$ cat config.mk
export PLATFORM = sky130hd
export DESIGN_NAME = pulse_oscillator_attack_release_top
export DESIGN_NICKNAME = d
export VERILOG_FILES = /design/src/rtl/poar_pkg.sv /design/src/rtl/poar_divider.sv /design/src/rtl/poar_front.sv /design/src/rtl/poar_back.sv /design/src/rtl/pulse_oscillator_attack_release_top.sv
export SDC_FILE = /design/constraint.sdc
export NUM_CORES = 2
export LEC_CHECK = 0
export BUFFER_PORTS_ARGS = -buffer_cell sky130_fd_sc_hd__buf_2
export CORE_ASPECT_RATIO = 0.75
export CORE_UTILIZATION = 35
export CTS_BUF_LIST = sky130_fd_sc_hd__clkbuf_2
export DETAILED_ROUTE_END_ITERATION = 6
export GPL_ROUTABILITY_DRIVEN = 0
export GPL_TIMING_DRIVEN = 1
export SYNTH_ARGS = -nofsm -noshare
export SYNTH_HDL_FRONTEND = slang
export SYNTH_SLANG_ARGS = --single-unit
$ cat constraint.sdc
create_clock -name clk -period 52.7 [get_ports clk]
set_clock_uncertainty 0.05 [all_clocks]
set_input_delay 10.54 -clock clk [delete_from_list [all_inputs] [get_ports clk]]
set_output_delay 10.54 -clock clk [all_outputs]
set_load 0.01 [all_outputs]
$ cat src/rtl/poar_pkg.sv
// ----------------------------------------------------------------------------
// poar_pkg
// Types, register codes and the pitch table for the pulse oscillator with
// linear attack and release.
// ----------------------------------------------------------------------------
package poar_pkg;

  // Fixed widths of the note length and the output sample
  localparam int LENGTH_BITS = 24;
  localparam int SAMPLE_BITS = 16;

  typedef struct packed {
    logic        start_note;
    logic [6:0]  note_number;
    logic [15:0] velocity;
    logic [23:0] note_samples;
  } in_item_t;

  typedef struct packed {
    logic signed [SAMPLE_BITS-1:0] sample;
    logic                          note_active;
    logic                          last_sample;
  } out_item_t;

  // Register indexes
  localparam logic [1:0] REG_DUTY    = 2'd0;
  localparam logic [1:0] REG_RATE    = 2'd1;
  localparam logic [1:0] REG_ATTACK  = 2'd2;
  localparam logic [1:0] REG_RELEASE = 2'd3;

  localparam int unsigned Q15_ONE = 32768;

  // Work codes handed from the front end to the back end
  typedef enum logic [1:0] {
    OP_IDLE  = 2'd0,
    OP_START = 2'd1,
    OP_STEP  = 2'd2
  } op_t;

  // Classified item in the queue between front and back
  typedef struct packed {
    op_t         op;
    logic [6:0]  note_number;
    logic [15:0] velocity;
    logic [23:0] note_samples;
  } work_t;

  // Top octave (notes 116..127) in Q16 hertz
  function automatic logic [29:0] top_octave_q16(input logic [3:0] semi);
    logic [29:0] f;
    begin
      case (semi)
        4'd0:    f = 30'd435478539;
        4'd1:    f = 30'd461373440;
        4'd2:    f = 30'd488808132;
        4'd3:    f = 30'd517874176;
        4'd4:    f = 30'd548668578;
        4'd5:    f = 30'd581294109;
        4'd6:    f = 30'd615859655;
        4'd7:    f = 30'd652480576;
        4'd8:    f = 30'd691279090;
        4'd9:    f = 30'd732384684;
        4'd10:   f = 30'd775934544;
        4'd11:   f = 30'd822074013;
        default: f = 30'd0;
      endcase
      return f;
    end
  endfunction

endpackage

$ cat src/rtl/poar_divider.sv
// ----------------------------------------------------------------------------
// poar_divider
// Restoring divider, one quotient bit per cycle.
// ----------------------------------------------------------------------------
module poar_divider #(
  parameter int NUM_BITS = 64,
  parameter int DEN_BITS = 32
) (
  input  logic                clk,
  input  logic                rst,
  input  logic                start,
  input  logic [NUM_BITS-1:0] num,
  input  logic [DEN_BITS-1:0] den,
  output logic                done,
  output logic [NUM_BITS-1:0] quot
);
  localparam int CW = $clog2(NUM_BITS + 1);

  logic [NUM_BITS-1:0] q;
  logic [DEN_BITS:0]   rem;
  logic [DEN_BITS-1:0] d;
  logic [CW-1:0]       cnt;
  logic                busy;
  logic [DEN_BITS:0]   trial;
  logic [DEN_BITS:0]   diff;

  // Shift in one numerator bit and try a subtract
  always_comb begin
    trial = {rem[DEN_BITS-1:0], q[NUM_BITS-1]};
    diff  = trial - {1'b0, d};
  end

  always_ff @(posedge clk) begin
    if (rst) begin
      busy <= 1'b0;
      done <= 1'b0;
      cnt  <= '0;
    end else begin
      done <= 1'b0;
      if (start) begin
        busy <= 1'b1;
        q    <= num;
        d    <= den;
        rem  <= '0;
        cnt  <= CW'(NUM_BITS);
      end else if (busy) begin
        if (!diff[DEN_BITS]) begin
          rem <= diff;
          q   <= {q[NUM_BITS-2:0], 1'b1};
        end else begin
          rem <= trial;
          q   <= {q[NUM_BITS-2:0], 1'b0};
        end
        cnt <= cnt - 1'b1;
        if (cnt == CW'(1)) begin
          busy <= 1'b0;
          done <= 1'b1;
        end
      end
    end
  end

  assign quot = q;
endmodule

$ cat src/rtl/poar_front.sv
// ----------------------------------------------------------------------------
// poar_front
// Accept items, classify them and queue them for the back end.
// ----------------------------------------------------------------------------
module poar_front (
  input  logic              clk,
  input  logic              rst,
  input  logic              push,
  output logic              full,
  input  poar_pkg::in_item_t in_item,
  input  logic [17:0]       sample_rate,
  output logic              work_valid,
  input  logic              work_take,
  output poar_pkg::work_t   work
);
  import poar_pkg::*;

  work_t q [2];
  logic  wr_ptr, rd_ptr;
  logic [1:0] count;
  logic  acc;
  work_t cls;

  // Classify: no start is a step; an empty note or zero rate makes a start a plain idle
  always_comb begin
    cls.note_number  = in_item.note_number;
    cls.velocity     = in_item.velocity;
    cls.note_samples = in_item.note_samples;
    if (!in_item.start_note)
      cls.op = OP_STEP;
    else if (in_item.note_samples == '0 || sample_rate == '0)
      cls.op = OP_IDLE;
    else
      cls.op = OP_START;
  end

  assign full       = (count == 2'd2);
  assign acc        = push && !full;
  assign work_valid = (count != 2'd0);
  assign work       = q[rd_ptr];

  always_ff @(posedge clk) begin
    if (acc) q[wr_ptr] <= cls;
  end

  always_ff @(posedge clk) begin
    if (rst) begin
      wr_ptr <= 1'b0;
      rd_ptr <= 1'b0;
      count  <= 2'd0;
    end else begin
      if (acc) wr_ptr <= ~wr_ptr;
      if (work_take) rd_ptr <= ~rd_ptr;
      count <= count + {1'b0, acc} - {1'b0, work_take};
    end
  end

  assert property (@(posedge clk) disable iff (rst) work_take |-> work_valid)
    else $error("take from empty queue");
  assert property (@(posedge clk) disable iff (rst) count <= 2'd2)
    else $error("queue overflow");
  assert property (@(posedge clk) disable iff (rst)
    (acc && !work_take) |=> count == $past(count) + 2'd1)
    else $error("count slip");
endmodule

$ cat src/rtl/poar_back.sv
// ----------------------------------------------------------------------------
// poar_back
// Note state, phase step and envelope divisions, sample shaping.
// ----------------------------------------------------------------------------
module poar_back #(
  parameter int PHASE_BITS  = 32
) (
  input  logic               clk,
  input  logic               rst,
  input  logic               work_valid,
  output logic               work_take,
  input  poar_pkg::work_t    work,
  input  logic [6:0]         duty_percent,
  input  logic [17:0]        sample_rate,
  input  logic [23:0]        attack_samples,
  input  logic [23:0]        release_samples,
  output logic               res_valid,
  input  logic               res_take,
  output poar_pkg::out_item_t res
);
  import poar_pkg::*;

  localparam int DN = PHASE_BITS + 16;        // step numerator width
  localparam int DD = 18 + 11;                // step denominator width

  typedef enum logic [2:0] {
    S_WAIT, S_STEPDIV, S_ATK, S_ATKW, S_REL, S_RELW, S_OUT, S_HOLD
  } state_t;

  state_t state;

  logic [PHASE_BITS-1:0]  phase_accumulator, phase_step;
  logic [LENGTH_BITS-1:0] sample_index, note_length, attack_length, release_length;
  logic [15:0]            note_velocity;
  logic                   note_running;
  logic [16:0]            env;

  // Shared divider
  logic          dv_start, dv_done;
  logic [DN-1:0] dv_num, dv_quot;
  logic [DD-1:0] dv_den;

  poar_divider #(.NUM_BITS(DN), .DEN_BITS(DD)) u_div (
    .clk(clk), .rst(rst), .start(dv_start), .num(dv_num), .den(dv_den),
    .done(dv_done), .quot(dv_quot)
  );

  // Step operands; octave and semitone by comparing against multiples of 12
  logic [7:0]  m;
  logic [3:0]  octave, semi;
  logic [DN-1:0] s_num;
  logic [DD-1:0] s_den;
  always_comb begin
    m      = {1'b0, work.note_number} + 8'd4;
    octave = 4'd0;
    for (int j = 1; j <= 10; j++) begin
      if (m >= 8'(12 * j)) octave = 4'(j);
    end
    semi   = 4'(m - {4'd0, octave} * 8'd12);
    s_den  = DD'({11'd0, sample_rate} << (4'd10 - octave));
    s_num  = (DN'(top_octave_q16(semi)) << (PHASE_BITS - 16)) + DN'(s_den >> 1);
  end

  // Envelope operands
  logic [LENGTH_BITS:0] rel_start, k;
  logic atk_on, rel_on;
  always_comb begin
    rel_start = {1'b0, note_length} - {1'b0, release_length};
    k         = {1'b0, sample_index} - rel_start;
    atk_on    = attack_length != '0 && sample_index < attack_length;
    rel_on    = release_length != '0 && {1'b0, sample_index} >= rel_start;
  end

  // Shaping
  logic [PHASE_BITS+6:0] ph100, dutyth;
  logic [6:0]  duty;
  logic        high, last;
  logic [32:0] prod, mag;
  logic [SAMPLE_BITS-1:0] maxpos, outs;
  always_comb begin
    duty   = (duty_percent > 7'd100) ? 7'd100 : duty_percent;
    ph100  = (PHASE_BITS+7)'(phase_accumulator) * (PHASE_BITS+7)'(100);
    dutyth = (PHASE_BITS+7)'(duty) << PHASE_BITS;
    high   = ph100 < dutyth;
    last   = ({1'b0, sample_index} + 1'b1) >= {1'b0, note_length};
    prod   = 33'(note_velocity) * 33'(env);
    mag    = (prod + (33'd1 << (30 - SAMPLE_BITS))) >> (31 - SAMPLE_BITS);
    maxpos = {1'b0, {(SAMPLE_BITS-1){1'b1}}};
    if (high) outs = (mag > 33'(maxpos)) ? maxpos : SAMPLE_BITS'(mag);
    else      outs = SAMPLE_BITS'(~mag + 33'd1);
  end

  logic [LENGTH_BITS-1:0] na, nr;
  always_comb begin
    na = (LENGTH_BITS'(attack_samples) > LENGTH_BITS'(work.note_samples))
         ? LENGTH_BITS'(work.note_samples) : LENGTH_BITS'(attack_samples);
    nr = (LENGTH_BITS'(release_samples) > LENGTH_BITS'(work.note_samples))
         ? LENGTH_BITS'(work.note_samples) : LENGTH_BITS'(release_samples);
  end

  assign work_take = (state == S_WAIT) && work_valid;
  assign res_valid = (state == S_HOLD);

  // Sequencer: one item at a time
  always_ff @(posedge clk) begin
    if (rst) begin
      state        <= S_WAIT;
      note_running <= 1'b0;
      dv_start     <= 1'b0;
      phase_accumulator <= '0;
      phase_step   <= '0;
      sample_index <= '0;
      note_length  <= '0;
      attack_length <= '0;
      release_length <= '0;
      note_velocity <= '0;
      env          <= 17'(Q15_ONE);
    end else begin
      dv_start <= 1'b0;
      unique case (state)
        S_WAIT: begin
          if (work_valid) begin
            unique case (work.op)
              OP_IDLE: begin
                note_running <= 1'b0;
                res   <= '0;
                state <= S_HOLD;
              end
              OP_START: begin
                note_length  <= LENGTH_BITS'(work.note_samples);
                note_velocity <= (work.velocity > 16'(Q15_ONE)) ? 16'(Q15_ONE)
                                                                 : work.velocity;
                phase_accumulator <= '0;
                sample_index <= '0;
                attack_length <= na;
                release_length <= nr;
                note_running <= 1'b1;
                dv_num   <= s_num;
                dv_den   <= s_den;
                dv_start <= 1'b1;
                state    <= S_STEPDIV;
              end
              default: begin
                if (note_running) state <= S_ATK;
                else begin
                  res   <= '0;
                  state <= S_HOLD;
                end
              end
            endcase
          end
        end
        S_STEPDIV: if (dv_done) begin
          phase_step <= PHASE_BITS'(dv_quot);
          state <= S_ATK;
        end
        S_ATK: begin
          env <= 17'(Q15_ONE);
          if (atk_on) begin
            dv_num   <= DN'({sample_index, 15'd0});
            dv_den   <= DD'(attack_length);
            dv_start <= 1'b1;
            state    <= S_ATKW;
          end else state <= S_REL;
        end
        S_ATKW: if (dv_done) begin
          env   <= 17'(dv_quot);
          state <= S_REL;
        end
        S_REL: begin
          if (rel_on) begin
            dv_num   <= DN'({release_length - k[LENGTH_BITS-1:0], 15'd0});
            dv_den   <= DD'(release_length);
            dv_start <= 1'b1;
            state    <= S_RELW;
          end else state <= S_OUT;
        end
        S_RELW: if (dv_done) begin
          if (17'(dv_quot) < env) env <= 17'(dv_quot);
          state <= S_OUT;
        end
        S_OUT: begin
          res.sample      <= $signed(outs);
          res.note_active <= 1'b1;
          res.last_sample <= last;
          phase_accumulator <= phase_accumulator + phase_step;
          sample_index <= sample_index + 1'b1;
          if (last) note_running <= 1'b0;
          state <= S_HOLD;
        end
        S_HOLD: if (res_take) state <= S_WAIT;
        default: state <= S_WAIT;
      endcase
    end
  end

  assert property (@(posedge clk) disable iff (rst) res_take |-> res_valid)
    else $error("result taken while none held");
  assert property (@(posedge clk) disable iff (rst)
    (state == S_HOLD && !res_take) |=> state == S_HOLD)
    else $error("result dropped");
  assert property (@(posedge clk) disable iff (rst)
    work_take |=> state != S_WAIT)
    else $error("work item not started");
endmodule

$ cat src/rtl/pulse_oscillator_attack_release_top.sv
// ----------------------------------------------------------------------------
// pulse_oscillator_attack_release_top
// Pulse oscillator with linear attack and release, one item per sample.
// ----------------------------------------------------------------------------
// channel   | handshake          | beat
// input     | push / full        | in_item (start, note, velocity, length)
// result    | pop / empty        | out_item (sample, active, last)
// config    | APB psel..pready   | four registers at 4*i
//
// A beat with both ramps active runs two envelope divisions; each one holds the
// shared bit-serial divider through setup, load, one step per quotient bit and
// finish, and a note start adds a phase step division before them.
// Reset is synchronous. A waiting result holds the back end; the two-entry
// queue keeps input open meanwhile.
// ----------------------------------------------------------------------------
module pulse_oscillator_attack_release_top #(
  parameter int PHASE_BITS  = 32
) (
  input  logic                 clk,
  input  logic                 rst,
  input  logic                 push,
  output logic                 full,
  input  poar_pkg::in_item_t   in_item,
  output logic                 empty,
  input  logic                 pop,
  output poar_pkg::out_item_t  out_item,
  input  logic                 psel,
  input  logic                 penable,
  input  logic                 pwrite,
  input  logic [3:0]           paddr,
  input  logic [31:0]          pwdata,
  output logic [31:0]          prdata,
  output logic                 pready
);
  import poar_pkg::*;

  logic [6:0]  duty_percent;
  logic [17:0] sample_rate;
  logic [23:0] attack_samples, release_samples;
  logic        wr;
  logic [1:0]  idx;

  assign pready = 1'b1;
  assign wr     = psel && penable && pwrite;
  assign idx    = paddr[3:2];

  // Register file
  always_ff @(posedge clk) begin
    if (rst) begin
      duty_percent    <= 7'd50;
      sample_rate     <= 18'd48000;
      attack_samples  <= '0;
      release_samples <= '0;
    end else if (wr) begin
      unique case (idx)
        REG_DUTY:    duty_percent    <= pwdata[6:0];
        REG_RATE:    sample_rate     <= pwdata[17:0];
        REG_ATTACK:  attack_samples  <= pwdata[23:0];
        REG_RELEASE: release_samples <= pwdata[23:0];
        default: ;
      endcase
    end
  end

  always_comb begin
    unique case (idx)
      REG_DUTY:    prdata = {25'd0, duty_percent};
      REG_RATE:    prdata = {14'd0, sample_rate};
      REG_ATTACK:  prdata = {8'd0, attack_samples};
      REG_RELEASE: prdata = {8'd0, release_samples};
      default:     prdata = '0;
    endcase
  end

  logic  work_valid, work_take, res_valid;
  work_t work;

  poar_front u_front (
    .clk(clk), .rst(rst), .push(push), .full(full), .in_item(in_item),
    .sample_rate(sample_rate), .work_valid(work_valid), .work_take(work_take),
    .work(work)
  );

  poar_back #(
    .PHASE_BITS(PHASE_BITS)
  ) u_back (
    .clk(clk), .rst(rst), .work_valid(work_valid), .work_take(work_take),
    .work(work), .duty_percent(duty_percent), .sample_rate(sample_rate),
    .attack_samples(attack_samples), .release_samples(release_samples),
    .res_valid(res_valid), .res_take(pop && res_valid), .res(out_item)
  );

  assign empty = !res_valid;
endmodule
==> flow_summary.json <==
{
  "status": "completed",
  "postCtsSetupBuffers": 0,
  "ff2ff_setup_slack_ps": 43000,
  "dp_hpwl_mm": 102,
  "drv_slew": 0,
  "io_pins": 144,
  "p_sw_frac": 0.487,
  "antenna_found_initial": 13,
  "syn_area_um2": 46400,
  "hp-start": "u_back.dv_den[17]",
  "grt_pass1_wl_mm": 208,
  "drive_gt1_frac": 0.106,
  "synth_edf_count": 298,
  "setup_viol": 0,
  "crit_chain": "buf_2 -> nor2b_1 -> a22o_1 -> buf_2",
  "ys.flop_type": "edfxtp_1",
  "ctsHtreeMaxLevel": 4,
  "yosysWarnings": 0,
  "dieHeight_um": 317,
  "cp.required_ps": 42110,
  "min_path_type": "register to register",
  "p_leak_uw": 0.0222,
  "rsz0062_at_grt": "no",
  "gr-total-overflow": 0,
  "syn_to_final_growth_pct": 8.43,
  "p_seq_frac": 0.238,
  "synthCells": 5008,
  "dieArea_um2": 134000,
  "synth_top_area_cell": "edfxtp_1",
  "clockRootBuffer": "clkbuf_2",
  "vias": 37000,
  "regToRegEndpoint": "u_back.dv_num[32]",
  "io_buffers": 124,
  "yosysTopAreaCellShare": 0.193,
  "via_per_inst": 5.29,
  "core_region_area_um2": 131000,
  "holdPathEnd": "u_back.u_div.d[17]",
  "finalCritPeriodShare": 0.434,
  "synth.distinct_cells": 87,
  "drt-pass1-iter-count": 6,
  "die_x_um": 423,
  "cp_slowest_cell": "nor2b_1",
  "slew_headroom": 0.0758,
  "final_antenna_net_count": 0,
  "combPwrFrac": 0.628,
  "clkPwrFrac": 0.134,
  "start_kind": "input port",
  "cp.buffers_inverters": 2,
  "nFillCells": 13300,
  "power_density_nw_per_um2": 54.1,
  "ff2ff_path_depth": 26,
  "cp_data_arrival_time_ps": 12270,
  "worstSetupEndpointType": "output pin",
  "grt_pass1_vias": 35400,
  "drt-total-wl_mm": 134,
  "drc": 0,
  "cp_common_cell": "buf_2",
  "cts_tree": "built",
  "grt_max_degree": 104,
  "rows": 115,
  "first_iter_violations": 3407,
  "crit_family": "simple AND/OR/NAND/NOR gates",
  "synth_area_leaders": "edfxtp_1, ha_1, dfxtp_1, fa_1, inv_1",
  "clk_latency_ps": 1450,
  "maxCapViolCount": 0,
  "syn_avg_cell_area_um2": 9.27,
  "post-route-min-period_ps": 22860,
  "hold_buffers": 0,
  "synthTopCellsByCount": "inv_1, nand2_1, ha_1, a21oi_1, nor2_1",
  "max_stage_delay_ps": 740,
  "peakVddDrop_mv": 0.0663,
  "intPower_uw": 1400,
  "cts-resized-gates": 0,
  "whs_path_depth": 0,
  "max_freq_mhz": 43.7,
  "placed_cell_area_um2": 48700,
  "numCtsBuffers": 151,
  "start_util": 0.353,
  "grt_use_total": 0.198,
  "p_switching_uw": 1330,
  "ys_seq_elements": 582,
  "synth.most_common_cell": "inv_1",
  "clkSinkCount": 582,
  "fin_area_um2": 50300,
  "post_drt_wl_per_cell_um": 19.2,
  "worst_pin_slew_ps": 1370,
  "worstSetupPathType": "input port to output pin",
  "clk_pin_slew_ps": 90,
  "finalNetCount": 5973,
  "crit_fanout": 29,
  "finalHoldViolCount": 0,
  "async_reset_ff_frac": 0,
  "finalSetupTns_ps": 0,
  "synth_seq_area_share": 0.315,
  "clk_path_buf_depth": 3
}
[layout by cell type (no fill, tap or decap), types with 45 or more instances in the layout]
cell and n:
inv_1 623, nand2_1 555, ha_1 515, a21oi_1 367
nor2_1 310, edfxtp_1 298, dfxtp_1 282, fa_1 261
clkbuf_2 219, and2_1 144, o21ai_0 141, buf_2 123
xnor2_1 114, mux2i_1 103, mux2_2 94, a21o_1 93
nand3_1 83, a211oi_1 79, xor2_1 61, nor3_1 56
nor2b_1 49, nand4_1 45
[cell type report]
type	count	area [um2]	share of cell area
Antenna cell	4	10.0	0.000199
Clock buffer	219	1100	0.0218
Clock inverter	55	494	0.00982
Inverter	625	2350	0.0466
Multi-Input combinational cell	3587	28700	0.570
Sequential cell	582	14600	0.291
Tap cell	1755	2200	0.0436
Timing Repair Buffer	159	892	0.0177
[sequential cells by signal (all words and copies together) (netlist names), 2 cells and up, named ones only]
signal                    flops
u_back.note_length           24
u_back.dv_den                29
release_samples              24
u_back.env                   17
u_back.phase_accumulator     32
u_front.count                 2
u_back.res                   18
u_back.phase_step            32
u_back.release_length        24
u_back.u_div.d               29
u_back.sample_index          24
u_back.state                  3
u_back.u_div.cnt              6
attack_samples               24
u_back.u_div.rem             29
sample_rate                  18
u_back.dv_num                47
u_back.u_div.quot            48
u_back.note_velocity         16
duty_percent                  7
u_front.q                    98
u_back.attack_length         24
[routing by layer]
metal,track usage,routed length [um],up-vias
li1,-,-,17500
met1,0.299,65100,17800
met2,0.271,52900,1450
met3,0.0517,12900,196
met4,0.0603,3130,8
met5,0.00177,69,-
[cells by family after synthesis]
| kind of cell | Yosys count | share of synthesized area |
|---|---|---|
| compound gates | 1020 | 0.142 |
| xor+xnor | 178 | 0.0339 |
| fa+ha+maj | 776 | 0.251 |
| buf+inv | 847 | 0.0698 |
| flops | 582 | 0.315 |
| mux | 205 | 0.0489 |
| other cells | 2 | 0.000162 |
| simple gates | 1398 | 0.139 |
[metrics by stage]
step | std cells | setup slack [ps] | power, uW | hold slack [ps] | utilization
final | 6986 | 29840 | 2720 | 377 | 0.383
after detailed placement | 6708 | 29870 | 2320 | 355 | 0.371
after global placement | 6708 | 29910 | 2300 | 355 | 0.371
after global routing | 6985 | 29740 | 2900 | 386 | 0.383
after CTS | 6982 | 29870 | 2690 | 373 | 0.383
after floorplan | 5016 | 28950 | 1850 | 350 | -
[power by group through the flow]
stage | Combinational, uW | Sequential, uW | Clock, uW
after global placement | 1640 | 658 | 0
after detailed placement | 1660 | 659 | 0
final | 1710 | 649 | 364
after floorplan | 1220 | 637 | 0
after CTS | 1670 | 649 | 376
after global routing | 1850 | 657 | 398
[worst max path at each step]
stage	startpoint	to	slack, ps	cells after the start
final	paddr[2]	prdata[11]	29840	4
after detailed placement	paddr[2]	prdata[9]	29870	4
after CTS	paddr[2]	prdata[9]	29870	4
after floorplan	rst	u_back.dv_den[0]	28950	3
after global routing	paddr[2]	prdata[9]	29740	4
after global placement	paddr[2]	prdata[11]	29910	4
Power figures use the tool's default switching activity.
